<file path="config.mk">
export PLATFORM = sky130hd
export DESIGN_NAME = key_value_match_table_top
export DESIGN_NICKNAME = d
export VERILOG_FILES = /design/src/design/kvmt_pkg.sv /design/src/design/key_value_match_table_top.sv
export SDC_FILE = /design/constraint.sdc
export NUM_CORES = 1
export LEC_CHECK = 0
export BUFFER_PORTS_ARGS = -buffer_cell sky130_fd_sc_hd__buf_2
export CAP_MARGIN = 15
export CORE_ASPECT_RATIO = 1.1
export CORE_MARGIN = 1.5
export CORE_UTILIZATION = 60
export DETAILED_ROUTE_END_ITERATION = 8
export PLACE_DENSITY = 0.88
export SLEW_MARGIN = 25
export SYNTH_ARGS = -nofsm -noshare
export SYNTH_HDL_FRONTEND = slang
export SYNTH_SLANG_ARGS = --single-unit
</file>
<file path="constraint.sdc">
create_clock -name clk -period 6.9 [get_ports clk]
set_clock_uncertainty 0.05 [all_clocks]
set_input_delay 0 -clock clk [delete_from_list [all_inputs] [get_ports clk]]
set_output_delay 0 -clock clk [all_outputs]
set_load 0.01 [all_outputs]
</file>
<file path="src/design/kvmt_pkg.sv">
// ============================================================================
// kvmt_pkg
// Shared types and codes for the key/value match table.
// ============================================================================
package kvmt_pkg;

    localparam int KEY_BITS        = 32;
    localparam int VALUE_BITS      = 32;
    localparam int COUNT_BITS      = 5;
    localparam int DEFAULT_ENTRIES = 16;

    // Operation codes
    localparam logic [2:0] FUNC_INSERT = 3'd0;
    localparam logic [2:0] FUNC_UPSERT = 3'd1;
    localparam logic [2:0] FUNC_UPDATE = 3'd2;
    localparam logic [2:0] FUNC_REMOVE = 3'd3;
    localparam logic [2:0] FUNC_LOOKUP = 3'd4;

    // Status codes
    localparam logic [1:0] ST_OK       = 2'd0;
    localparam logic [1:0] ST_DUP      = 2'd1;
    localparam logic [1:0] ST_FULL     = 2'd2;
    localparam logic [1:0] ST_NOTFOUND = 2'd3;

    typedef struct packed {
        logic [2:0]            func;
        logic [KEY_BITS-1:0]   key;
        logic [VALUE_BITS-1:0] value;
    } req_item_t;

    typedef struct packed {
        logic [1:0]            status;
        logic                  hit;
        logic [VALUE_BITS-1:0] read_value;
        logic [COUNT_BITS-1:0] entry_count;
    } rsp_item_t;

endpackage

</file>
<file path="src/design/key_value_match_table_top.sv">
// ============================================================================
// key_value_match_table_top
// Fully associative key/value table with insert, upsert, update, remove and
// lookup, one result per request.
// ============================================================================
// Each request transfer carries one operation that runs against the whole
// table; each produces exactly one response transfer with status, hit flag,
// lookup value and the number of used slots afterwards. Keys and values sit in
// two single-port-read synchronous memories (registered read data); the used
// flags are flip-flops cleared by reset, so the table is empty right after
// reset with no clearing pass. A request goes through an accept step that
// takes the transfer, a scan that reads one slot per cycle through the key
// memory port, and a write-back step that writes memory and loads the
// response register. The scan length is set by that one read port. The
// response register decouples the two sides: a new request is taken while
// the previous response still waits on rsp_stall; only the write-back step
// waits for the response register to free up.
// ============================================================================
module key_value_match_table_top #(
    parameter int ENTRIES = kvmt_pkg::DEFAULT_ENTRIES
) (
    input  logic                clk,
    input  logic                rst_n,
    input  logic                req_valid,
    output logic                req_stall,
    input  kvmt_pkg::req_item_t req,
    output logic                rsp_valid,
    input  logic                rsp_stall,
    output kvmt_pkg::rsp_item_t rsp
);
    import kvmt_pkg::*;

    localparam int IDX_W = (ENTRIES > 1) ? $clog2(ENTRIES) : 1;
    localparam int CNT_W = $clog2(ENTRIES + 1);
    localparam logic [IDX_W-1:0] LAST_IDX    = IDX_W'(ENTRIES - 1);
    localparam logic [CNT_W-1:0] ENTRIES_CNT = CNT_W'(ENTRIES);

    typedef enum logic [1:0] {
        S_IDLE,
        S_SCAN,
        S_WRITE
    } state_t;

    // Control state (reset)
    state_t              state_reg, state_next;
    logic [CNT_W-1:0]    issue_reg, issue_next;      // next slot address to read
    logic                cmp_vld_reg, cmp_vld_next;  // read data valid this cycle
    logic                found_reg, found_next;
    logic                free_found_reg, free_found_next;
    logic [ENTRIES-1:0]  used_reg, used_next;
    logic [CNT_W-1:0]    count_reg, count_next;
    logic                rsp_valid_reg, rsp_valid_next;
    rsp_item_t           rsp_reg, rsp_next;

    // Datapath registers (no reset)
    logic [IDX_W-1:0]    cmp_idx_reg, cmp_idx_next;
    logic [IDX_W-1:0]    hit_idx_reg, hit_idx_next;
    logic [VALUE_BITS-1:0] hit_val_reg, hit_val_next;
    logic [IDX_W-1:0]    free_idx_reg, free_idx_next;
    req_item_t           req_reg, req_next;

    // Memories
    logic [KEY_BITS-1:0]   key_mem [ENTRIES];
    logic [VALUE_BITS-1:0] val_mem [ENTRIES];
    logic [KEY_BITS-1:0]   key_rd_reg;
    logic [VALUE_BITS-1:0] val_rd_reg;
    logic [IDX_W-1:0]      mem_raddr;
    logic [IDX_W-1:0]      mem_waddr;
    logic                  key_we;
    logic                  val_we;

    // Write-back decision
    logic [1:0]            op_status;
    logic [VALUE_BITS-1:0] op_rd;
    logic                  op_new_slot;   // claim the lowest free slot
    logic                  op_val_only;   // overwrite value at the hit slot
    logic                  op_clr;        // free the hit slot
    logic                  out_free;

    assign req_stall = (state_reg != S_IDLE);
    assign rsp_valid = rsp_valid_reg;
    assign rsp       = rsp_reg;
    assign out_free  = !rsp_valid_reg || !rsp_stall;

    // ------------------------------------------------------------------
    // Key and value memories: one read and one write port each
    // ------------------------------------------------------------------
    always_ff @(posedge clk)
    begin
        if (key_we)
        begin
            key_mem[mem_waddr] <= req_reg.key;
        end
        key_rd_reg <= key_mem[mem_raddr];
    end

    always_ff @(posedge clk)
    begin
        if (val_we)
        begin
            val_mem[mem_waddr] <= req_reg.value;
        end
        val_rd_reg <= val_mem[mem_raddr];
    end

    // ------------------------------------------------------------------
    // Operation decode from the scan outcome
    // ------------------------------------------------------------------
    always_comb
    begin
        op_status   = ST_OK;
        op_rd       = '0;
        op_new_slot = 1'b0;
        op_val_only = 1'b0;
        op_clr      = 1'b0;
        case (req_reg.func)
            FUNC_INSERT, FUNC_UPSERT:
            begin
                if (found_reg)
                begin
                    if (req_reg.func == FUNC_INSERT)
                    begin
                        op_status = ST_DUP;
                    end
                    else
                    begin
                        op_val_only = 1'b1;
                    end
                end
                else if (free_found_reg)
                begin
                    op_new_slot = 1'b1;
                end
                else
                begin
                    op_status = ST_FULL;
                end
            end
            FUNC_UPDATE:
            begin
                if (found_reg)
                begin
                    op_val_only = 1'b1;
                end
                else
                begin
                    op_status = ST_NOTFOUND;
                end
            end
            FUNC_REMOVE:
            begin
                if (found_reg)
                begin
                    op_clr = 1'b1;
                end
                else
                begin
                    op_status = ST_NOTFOUND;
                end
            end
            FUNC_LOOKUP:
            begin
                if (found_reg)
                begin
                    op_rd = hit_val_reg;
                end
                else
                begin
                    op_status = ST_NOTFOUND;
                end
            end
            default:
            begin
                // unused codes: no operation
            end
        endcase
    end

    // ------------------------------------------------------------------
    // Sequencer: accept, scan, write back
    // ------------------------------------------------------------------
    always_comb
    begin
        state_next      = state_reg;
        issue_next      = issue_reg;
        cmp_vld_next    = 1'b0;
        found_next      = found_reg;
        free_found_next = free_found_reg;
        used_next       = used_reg;
        count_next      = count_reg;
        rsp_valid_next  = rsp_valid_reg && rsp_stall;
        rsp_next        = rsp_reg;
        cmp_idx_next    = cmp_idx_reg;
        hit_idx_next    = hit_idx_reg;
        hit_val_next    = hit_val_reg;
        free_idx_next   = free_idx_reg;
        req_next        = req_reg;
        mem_raddr       = issue_reg[IDX_W-1:0];
        mem_waddr       = hit_idx_reg;
        key_we          = 1'b0;
        val_we          = 1'b0;

        case (state_reg)
            S_IDLE:
            begin
                if (req_valid)
                begin
                    req_next        = req;
                    issue_next      = '0;
                    found_next      = 1'b0;
                    free_found_next = 1'b0;
                    state_next      = S_SCAN;
                end
            end
            S_SCAN:
            begin
                // issue side
                if (issue_reg < ENTRIES_CNT)
                begin
                    issue_next   = issue_reg + 1'b1;
                    cmp_vld_next = 1'b1;
                    cmp_idx_next = issue_reg[IDX_W-1:0];
                end
                // compare side, working on the slot issued in the previous cycle
                if (cmp_vld_reg)
                begin
                    if (used_reg[cmp_idx_reg] && (key_rd_reg == req_reg.key) && !found_reg)
                    begin
                        found_next   = 1'b1;
                        hit_idx_next = cmp_idx_reg;
                        hit_val_next = val_rd_reg;
                    end
                    if (!used_reg[cmp_idx_reg] && !free_found_reg)
                    begin
                        free_found_next = 1'b1;
                        free_idx_next   = cmp_idx_reg;
                    end
                    if (cmp_idx_reg == LAST_IDX)
                    begin
                        state_next = S_WRITE;
                    end
                end
            end
            S_WRITE:
            begin
                if (out_free)
                begin
                    key_we    = op_new_slot;
                    val_we    = op_new_slot || op_val_only;
                    mem_waddr = op_new_slot ? free_idx_reg : hit_idx_reg;
                    if (op_new_slot)
                    begin
                        used_next[free_idx_reg] = 1'b1;
                        count_next              = count_reg + 1'b1;
                    end
                    if (op_clr)
                    begin
                        used_next[hit_idx_reg] = 1'b0;
                        count_next             = count_reg - 1'b1;
                    end
                    rsp_next.status      = op_status;
                    rsp_next.hit         = found_reg;
                    rsp_next.read_value  = op_rd;
                    rsp_next.entry_count = COUNT_BITS'(count_next);
                    rsp_valid_next       = 1'b1;
                    state_next           = S_IDLE;
                end
            end
            default:
            begin
                state_next = S_IDLE;
            end
        endcase
    end

    always_ff @(posedge clk or negedge rst_n)
    begin
        if (!rst_n)
        begin
            state_reg      <= S_IDLE;
            issue_reg      <= '0;
            cmp_vld_reg    <= 1'b0;
            found_reg      <= 1'b0;
            free_found_reg <= 1'b0;
            used_reg       <= '0;
            count_reg      <= '0;
            rsp_valid_reg  <= 1'b0;
            rsp_reg        <= '0;
        end
        else
        begin
            state_reg      <= state_next;
            issue_reg      <= issue_next;
            cmp_vld_reg    <= cmp_vld_next;
            found_reg      <= found_next;
            free_found_reg <= free_found_next;
            used_reg       <= used_next;
            count_reg      <= count_next;
            rsp_valid_reg  <= rsp_valid_next;
            rsp_reg        <= rsp_next;
        end
    end

    always_ff @(posedge clk)
    begin
        cmp_idx_reg  <= cmp_idx_next;
        hit_idx_reg  <= hit_idx_next;
        hit_val_reg  <= hit_val_next;
        free_idx_reg <= free_idx_next;
        req_reg      <= req_next;
    end

`ifndef NO_ASSERTIONS
    // Entry counter tracks the used flags
    a_count_match: assert property (@(posedge clk) disable iff (!rst_n)
        count_reg == CNT_W'($countones(used_reg)))
        else $error("entry count out of step with used flags");

    // A recorded hit always points at a used slot
    a_hit_used: assert property (@(posedge clk) disable iff (!rst_n)
        (state_reg == S_WRITE) && found_reg |-> used_reg[hit_idx_reg])
        else $error("hit index points at a free slot");

    // A recorded free slot is really free
    a_free_unused: assert property (@(posedge clk) disable iff (!rst_n)
        (state_reg == S_WRITE) && free_found_reg |-> !used_reg[free_idx_reg])
        else $error("free index points at a used slot");

    // Write-back only after a complete scan
    a_scan_done: assert property (@(posedge clk) disable iff (!rst_n)
        $rose(state_reg == S_WRITE) |-> issue_reg == ENTRIES_CNT)
        else $error("write-back entered before scan finished");

    // A new response only comes out of the write-back step
    a_rsp_source: assert property (@(posedge clk) disable iff (!rst_n)
        $rose(rsp_valid_reg) |-> $past(state_reg) == S_WRITE)
        else $error("response raised outside write-back");
`endif

endmodule

</file>
Yosys cells after proc, flatten, opt, wreduce, memory -nomap -nowiden. Memory sizes are Yosys's and may differ from the RTL's. A register that Yosys moved wholly into a read port is not among the register bits. Cells that the tools add are included.

Bits in registers: 178. RAM bits: 1024. Input bits: 71. Output and inout bits: 42. Logic and storage cells: 134. Memories: 2.

Add/sub/neg operators: 3. Order comparisons: 6. Equality and inequality tests: 15. Mux-type cells: 57. Bitwise logic cells: 3. Reductions and logical operators: 30.

Memories: key_mem (depth 16, bits a word 32, read ports 1, clocked after Yosys merged registers in 1, wr ports 1, RTL line key_value_match_table_top.sv:63) `logic [KEY_BITS-1:0] key_mem [ENTRIES];`; val_mem (depth 16, bits a word 32, read ports 1, clocked after Yosys merged registers in 1, wr ports 1, RTL line key_value_match_table_top.sv:64) `logic [VALUE_BITS-1:0] val_mem [ENTRIES];`.

Operators by type and width (count): 2-to-1 mux 16 bit (4); 2-to-1 mux 32 bit (2); == test 32 bit (1); 2-to-1 mux 1 bit (28); 2-to-1 mux 5 bit (4); AND 16 bit (1); NOT 16 bit (1); OR 16 bit (1); less-than comparator 4 x 5 -> 1 bit (second input constant) (3); 2-to-1 mux 2 bit (7); != test 2 bit (second input constant) (7); 2-to-1 mux 4 bit (3); AND reduction 3 bit (4); AND reduction 4 bit (3); adder 5 x 1 -> 5 bit (second input constant) (2); case mux 5 bit (2 select lines) (1); demux 1 bit (select 4 bit) (2); greater-or-equal comparator 4 x 1 -> 1 bit (second input constant) (2); == test 3 x 2 -> 1 bit (second input constant) (2); logical AND 1 bit (6); case mux 1 bit (2 select lines) (3); case mux 2 bit (3 select lines) (1); AND reduction 2 bit (3); nonzero test 2 bit (3); 15 further kinds (20).

Depth between registers and ports, before layout. Gate-level depths: netlist of the first run.

Word-level depth: 10. Depth in mapped cells: 9. Depth with buffers taken out: 9.

Worst setup path after synthesis of the first run. OpenSTA, ideal clock, no wires.

Path type: register -> register. Start point: reg found_reg. End point: mem key_mem[8][0], enable pin. Library setup time: 505 ps. Arrival: 4294 ps. Required time: 6345 ps. Path slack: 2051 ps. Cell stages (with the launch flop): 6. Buffers on the path: 2. Clock period less this slack: 4849 ps. Path through: dfrtp_1 > buf_2 > nor3b_4 > nand4_4 > buf_2 > nor4_1.

Word-level cells in the longest chain between the ends: 6. Elaborated cells on any way between the ends: 9. Classes of those cells: mux (9).

RTL lines: from (decl) (RTL line key_value_match_table_top.sv:48) `logic found_reg, found_next;`; from (signal assigned) (RTL line key_value_match_table_top.sv:295) `found_reg <= found_next;`; 2-to-1 mux 1 bit * (RTL line key_value_match_table_top.sv:119) `if (found_reg)`; 2-to-1 mux 1 bit * (RTL line key_value_match_table_top.sv:116) `case (req_reg.func)`; 2-to-1 mux 1 bit (RTL line key_value_match_table_top.sv:246) `if (out_free)`; 2-to-1 mux 1 bit (RTL line key_value_match_table_top.sv:203) `case (state_reg)`; 2-to-1 mux 1 bit (RTL line key_value_match_table_top.sv:90) `if (key_we)`; 2-to-1 mux 1 bit (implied by the code) (RTL line key_value_match_table_top.sv:92) `key_mem[mem_waddr] <= req_reg.key;`; to (decl) (RTL line key_value_match_table_top.sv:63).

Mark *: on every way between the ends. The rest lies on a longest branch, timed or not.

Worst setup path in the final report of the first run.
Start point: reg state_reg[0]. End point: mem val_mem[0][26], enable pin.

Word-level cells in the longest chain between the ends: 4. Elaborated cells on any way between the ends: 5. Classes of those cells: eq/ne (1); mux (4).

RTL lines: from (decl) (RTL line key_value_match_table_top.sv:45) `state_t state_reg, state_next;`; from (signal assigned) (RTL line key_value_match_table_top.sv:292) `state_reg <= state_next;`; == test 2 bit * (RTL line key_value_match_table_top.sv:203); 2-to-1 mux 1 bit (RTL line key_value_match_table_top.sv:203); 2-to-1 mux 1 bit (RTL line key_value_match_table_top.sv:99) `if (val_we)`; 2-to-1 mux 1 bit (implied by the code) (RTL line key_value_match_table_top.sv:101) `val_mem[mem_waddr] <= req_reg.value;`; to (decl) (RTL line key_value_match_table_top.sv:64).

Marked as above.

==> results by group, run 1 <==
Status
  – Status: completed

Die
  – # rows: 107
  – Die Area: 79300 um2
  – Core Box Area: 77100 um2
  – Die X: 269 um
  – Initial core utilization: 60.4%
  – I/O pin cnt: 113
  – Die Height: 295 um

Clock tree
  – Post-cts resize count: 0
  – # hold bufs at CTS: 120
  – CTS buffer count: 113
  – CTS root buffer: clkbuf_16
  – H-tree lvl count: 3
  – Setup bufs post-CTS: 0
  – Clock sink count: 1266
  – Register clock-pin slew on the reported worst setup and hold paths: 60 ps
  – Clk buf depth: 3
  – CTS tree: yes
  – Worst-Skew Late Latency: 690 ps

Worst setup path
  – Reg-to-Reg Start: state_reg[0]
  – Worst EP required: 7160 ps
  – Worst R2R End: val_mem[0][26]
  – Crit Path Max Fanout: 39
  – Worst reg2reg path depth: 5
  – CP Class: reg2reg
  – Crit. Startpoint: state_reg[0]
  – Reg-to-reg setup timing slack: 2970 ps
  – Worst Setup End Kind: register
  – WP data arrival: 4190 ps
  – CP Launch Type: register

Routing
  – WL final: 116000 um
  – Highest routed layer: met5
  – Antenna Nets Post-Route: 0
  – DRT iter0 DRCs: 3363
  – M1 wire length: 39100 um
  – WL met3: 10400 um
  – Vias per inst: 6.76
  – Vias: 22800
  – Residual DRC: 0
  – WL/cell: 34.2 um
  – Met2 WL post-DR: 61400 um
  – DRT Pass-1 Iters: 5

Synth
  – Sequential fraction of the synthesis area: 79.5%
  – FF+latch count, synth: 1266
  – Ys flop type: edfxtp_1
  – Yosys Warn Count: 0
  – Post-Syn Instances: 1941
  – Avg Cell Area, Syn: 24.0 um2
  – Ys async rst share: 5.29%
  – Post-synth EDFFs: 1135
  – Syn_nets: 2017
  – Area contributors post-synth: edfxtp_1 73%, mux4_2 16%, dfrtp_1 3.6%
  – Leading area contributor after synthesis: edfxtp_1
  – Synthesized area: 46600 um2
  – Share of the synthesized area in the top cell type: 73.1%
  – Unique masters post-synth: 50

Final layout
  – Most common cell after layout, fill and taps aside: edfxtp_1
  – Most frequent cells in the layout: 1135 x edfxtp_1, 321 x mux4_2, 121 x dlygate4sd3_1
  – Area grow syn2layout: 15.4%
  – Final cell count without fillers: 3380
  – Layout cell share with drive strength beyond 1: 29.7%
  – Fin util: 69.7%
  – Nets: 2320

STA
  – Min Tclk post-route: 3930 ps
  – FMAX: 254 MHz
  – RSZ-0062 raised after global routing: no
  – Slew margin rel.: 25.9%
  – Final Hold Fails: 0
  – Fin Setup TNS: 0 ps
  – Worst Tran Pin Value: 1110 ps
  – Final setup viols: 0
  – Max-slew violation count: 0
  – Crit share post-route: 57.0%
  – Fin Hold WS: 4.90 ps

Pwr
  – P_int: 14.5 mW
  – Tot Pwr: 19.9 mW
  – PwrDens: 369 nW/um2
  – Leakage: 17.4 nW
  – Peak VDD IR: 0.364 mV
  – Seq pwr share: 48.4%
  – Clock power share: 31.5%
  – NetSw: 5.33 mW
  – Sw frac: 26.9%
  – Part of the power in combinational logic: 20.0%

Min path
  – Hold path depth: 2
  – Hold Crit Class: in2reg
  – Hold Path Sink: req_reg[57]
  – Hold Path Origin: req[57]

Place
  – Count of buffers from port buffering: 112
  – Dpl cells: 3027
  – Placer congestion estimate: 0.879
  – Final HPWL DP: 57300 um

Flow run
  – Max Cap Viol: 0

Global routing
  – Vias in the first global route: 23800
  – Initial antenna violation count: 5
  – GRT Residual Overflow: 0
  – Gr usage total: 29.7%
  – Largest net degree at the start of global routing: 133
  – First-pass GRT wire length: 166000 um
==> layout make-up <==
type	instances	area (um2)
clock inverters	56	502
repair buffers	278	2440
diodes	1	2.50
clock buffers	159	3150
flip-flops and latches	1266	37100
fillers	4268	23400
well taps	1035	1290
inverters	9	33.8
multi-input cells	576	9280
==> how the worst max path moves through the flow <==
| stage | endpoint | slack (ps) | cells past startpoint |
|---|---|---|---|
| 2_1_floorplan | key_mem[8][0] | 2050 | 5 |
| 3_3_place_gp | val_mem[12][28] | 2860 | 5 |
| 3_5_place_dp | val_mem[12][29] | 2940 | 5 |
| 4_1_cts | val_mem[12][31] | 2900 | 5 |
| 5_1_grt | val_mem[0][22] | 2730 | 5 |
| 6_report | val_mem[0][26] | 2970 | 5 |
==> power by group through the flow <==
stage                     clock [mW]  combinational (mW)  sequential, mW
after floorplan                    0                3.13            9.31
after global placement             0                3.58            9.71
after detailed placement           0                3.78            9.74
after CTS                       6.28                3.96            9.61
after global routing            6.59                4.15            9.66
final                           6.26                3.97            9.62
==> worst max-delay path, cell delays in order (launching register included) <==
cell and delay (ps):
dfrtp_1 480, nor2b_2 290, nand2_2 620, nor3_1 700, o21ai_1 460, nor2_4 930
==> through the flow <==
stage / worst slack [ps] / instance area, um2
after CTS: 2900 / 53400
after floorplan: 2050 / 46600
final: 2970 / 53800
after global routing: 2730 / 53800
after detailed placement: 2940 / 48500
after global placement: 2860 / 48500
==> cell families (layout without fill, tap and decap cells) <==
group	after synthesis	after routing	synth area share [%]
AND/OR/NAND/NOR	119	119	1.38
other	0	1	0
buffers and inverters	99	502	1.11
AO/OA/AOI/OAI	80	80	1.25
flip-flops	1266	1266	79.5
multiplexers	333	333	15.9
adder cells (fa/ha/maj)	5	5	0.150
XOR/XNOR	39	39	0.733
==> Yosys cell counts, types with 10 or more instances <==
library cell,count
a21oi_1,18
dfrtp_1,67
buf_2,18
nor3_1,19
mux4_2,321
a22o_1,33
xnor2_1,32
buf_4,20
nand2_1,12
clkbuf_1,36
edfxtp_1,1135
nor2_1,36
dfxtp_1,64
nand4_1,10
==> metal layers <==
| layer | GRT usage, % | vias up |
|---|---|---|
| met5 | 0 | - |
| met4 | 10.8 | 6 |
| met3 | 5.60 | 352 |
| met2 | 51.1 | 1627 |
| met1 | 38.2 | 12000 |
| li1 | - | 8831 |
Note: power is estimated with default switching activity, not from simulation.
==> run 2, diff against run 1 <==
Clock period 6.9 ns to 3.9 ns, I/O delays scaled along.
==> run 2 against run 1 <==
  * Combinational power is 80% higher
  * Largest power group unchanged
  * Fmax is 11% higher
  * Sequential share of layout area is 0.52 points lower
  * Critical path type unchanged
  * Non-clock buffer count is 22 higher
  * Wire length is 2.5% higher
  * Cell count is 0.71% higher
  * Critical path depth is 2 higher
==> results by group, run 2 (synthesis gave the netlist of run 1 again) <==
STA
  – Crit share post-route: 90.5% (was 57.0%)
  – Final setup viols: 0 (unchanged)
  – FMAX: 283 MHz (was 254 MHz)
  – Max-slew violation count: 0 (unchanged)
  – Min Tclk post-route: 3530 ps (was 3930 ps)
  – Slew margin rel.: 28.1% (was 25.9%)
  – Fin Setup TNS: 0 ps (unchanged)
  – RSZ-0062 raised after global routing: no (unchanged)
  – Final Hold Fails: 0 (unchanged)
  – Post-route setup slack: 370 ps (was 2970 ps)
  – Worst Tran Pin Value: 1070 ps (was 1110 ps)

Final layout
  – Most common cell after layout, fill and taps aside: edfxtp_1 (unchanged)
  – Nets: 2344 (was 2320)
  – Inserted Diodes: 0 (was 1)
  – Layout cell share with drive strength beyond 1: 31.0% (was 29.7%)
  – Area grow syn2layout: 16.2% (was 15.4%)
  – Most frequent cells in the layout: 1135 x edfxtp_1, 321 x mux4_2, 120 x dlygate4sd3_1 (was 1135 x edfxtp_1, 321 x mux4_2, 121 x dlygate4sd3_1)
  – Design area: 54200 um2 (was 53800 um2)

Min path
  – Hold Crit Class: in2reg (unchanged)
  – Hold Path Origin: req[47] (was req[57])
  – Hold Path Sink: req_reg[47] (was req_reg[57])
  – Hold path depth: 2 (unchanged)

Place
  – Post-DP Area: 49000 um2 (was 48500 um2)
  – Count of buffers from port buffering: 112 (unchanged)
  – Final HPWL DP: 58700 um (was 57300 um)
  – Placer congestion estimate: 0.845 (was 0.879)
  – Post-Place Setup Slack: 633 ps (was 2940 ps)

Worst setup path
  – Reg-to-Reg Start: req_reg[65] (was state_reg[0])
  – Worst R2R End: key_mem[4][16] (was val_mem[0][26])
  – Worst Setup End Kind: register (unchanged)
  – Reg-to-reg setup timing slack: 370 ps (was 2970 ps)
  – Crit Path Max Fanout: 32 (was 39)
  – Worst reg2reg path depth: 7 (was 5)
  – CP Class: reg2reg (unchanged)
  – Worst EP required: 4160 ps (was 7160 ps)
  – WP data arrival: 3790 ps (was 4190 ps)
  – CP Launch Type: register (unchanged)

Routing
  – Vias: 23000 (was 22800)
  – Residual DRC: 0 (unchanged)
  – WL final: 119000 um (was 116000 um)
  – DRT iter0 DRCs: 3167 (was 3363)
  – Antenna Nets Post-Route: 0 (unchanged)
  – WL/cell: 34.9 um (was 34.2 um)
  – Vias per inst: 6.76 (about the same)
  – DRT Pass-1 Iters: 8 (was 5)

Global routing
  – GRT Residual Overflow: 0 (unchanged)
  – First-pass GRT wire length: 171000 um (was 166000 um)
  – Gr usage total: 31.1% (was 29.7%)
  – Largest net degree at the start of global routing: 50 (was 133)
  – Initial antenna violation count: 3 (was 5)
  – Vias in the first global route: 24300 (was 23800)

Clock tree
  – CTS root buffer: clkbuf_16 (unchanged)
  – Register clock-pin slew on the reported worst setup and hold paths: 60 ps (about the same)
  – Clk buf depth: 3 (unchanged)
  – Post-cts resize count: 0 (unchanged)
  – CTS buffer count: 115 (was 113)
  – Setup bufs post-CTS: 0 (unchanged)
  – # hold bufs at CTS: 121 (was 120)
  – CTS tree: yes (unchanged)
  – Clock sink count: 1266 (unchanged)
  – Worst-Skew Late Latency: 700 ps (was 690 ps)
  – H-tree lvl count: 3 (unchanged)

Pwr
  – Leakage: 17.7 nW (was 17.4 nW)
  – Peak VDD IR: 0.642 mV (was 0.364 mV)
  – PwrDens: 661 nW/um2 (was 369 nW/um2)
  – Tot Pwr: 35.8 mW (was 19.9 mW)

Die
  – I/O pin cnt: 113 (unchanged)
  – Initial core utilization: 60.4% (unchanged)
  – # rows: 107 (unchanged)
  – Die Area: 79300 um2 (unchanged)
  – Die Height: 295 um (unchanged)
  – Die X: 269 um (unchanged)
  – Core Box Area: 77100 um2 (unchanged)

Status
  – Status: completed (unchanged)

Flow run
  – Max Cap Viol: 0 (unchanged)
run 2: cell types whose count changed in the layout (fill, tap and decap cells not counted), moves of 3 or more:
| cell | previous run | this run |
|---|---|---|
| buf_12 | 9 | 21 |
| buf_16 | 10 | 1 |
| clkbuf_16 | 114 | 118 |
| buf_4 | 24 | 47 |
| clkbuf_1 | 32 | 25 |
| nor3_4 | 1 | 5 |
| clkinv_4 | 1 | 4 |
| bufinv_16 | 7 | 11 |
| clkinv_1 | 14 | 8 |
| nor3_2 | 8 | 4 |
| clkinv_2 | 20 | 27 |
| clkinvlp_4 | 5 | 2 |
run 2: per-layer routing:
layer / wire, um / up-vias / track usage, % / part of all wire [%]
met5: 27 / - / 0 / 0.023
met4: 5690 / 4 / 13.3 / 4.8
met3: 10200 / 386 / 6.04 / 8.6
met2: 64800 / 1701 / 55.7 / 55
met1: 37900 / 12000 / 36.9 / 32
li1: - / 8873 / - / -
run 2: area by class of cell:
| cell class | instances | area [um2] |
|---|---|---|
| timing repair buffer | 300 | 2560 |
| multi-input combinational | 576 | 9320 |
| inverter | 9 | 33.8 |
| tap | 1035 | 1290 |
| sequential | 1266 | 37100 |
| fill | 4224 | 22900 |
| clock inverter | 63 | 698 |
| clock buffer | 155 | 3210 |
run 2: worst max-delay path, stage by stage, from the launching register on:
cell	delay (ps)
edfxtp_1	510
nor3b_4	310
nand4_4	430
nor3_1	650
nor2_1	220
buf_4	250
nor3_4	170
buf_4	530
run 2: power breakdown:
part | internal, mW | switching (mW) | total, mW
Clock | 6.56 | 5.07 | 11.6
Sequential | 15.8 | 1.21 | 17.0
Combinational | 3.87 | 3.28 | 7.16
Total | 26.2 | 9.57 | 35.8
run 2: worst max-delay path by stage:
stage | from | endpoint | slack (ps) | cells past startpoint
after floorplan | found_reg | key_mem[5][0] | -140 | 6
after global placement | req_reg[65] | val_mem[0][17] | 770 | 5
after detailed placement | req_reg[65] | val_mem[2][20] | 630 | 6
after CTS | req_reg[65] | key_mem[4][16] | 510 | 7
after global routing | req_reg[65] | key_mem[4][16] | 260 | 7
final | req_reg[65] | key_mem[4][16] | 370 | 7
run 2: per-stage QoR:
stage / hold slack [ps] / util, % / cells
after floorplan: -346 / - / 1941
after global placement: -37.0 / 63.5 / 3064
after detailed placement: -24.6 / 63.6 / 3065
after CTS: 11.6 / 70.2 / 3404
after global routing: 9.21 / 70.2 / 3404
final: 27.1 / 70.2 / 3404
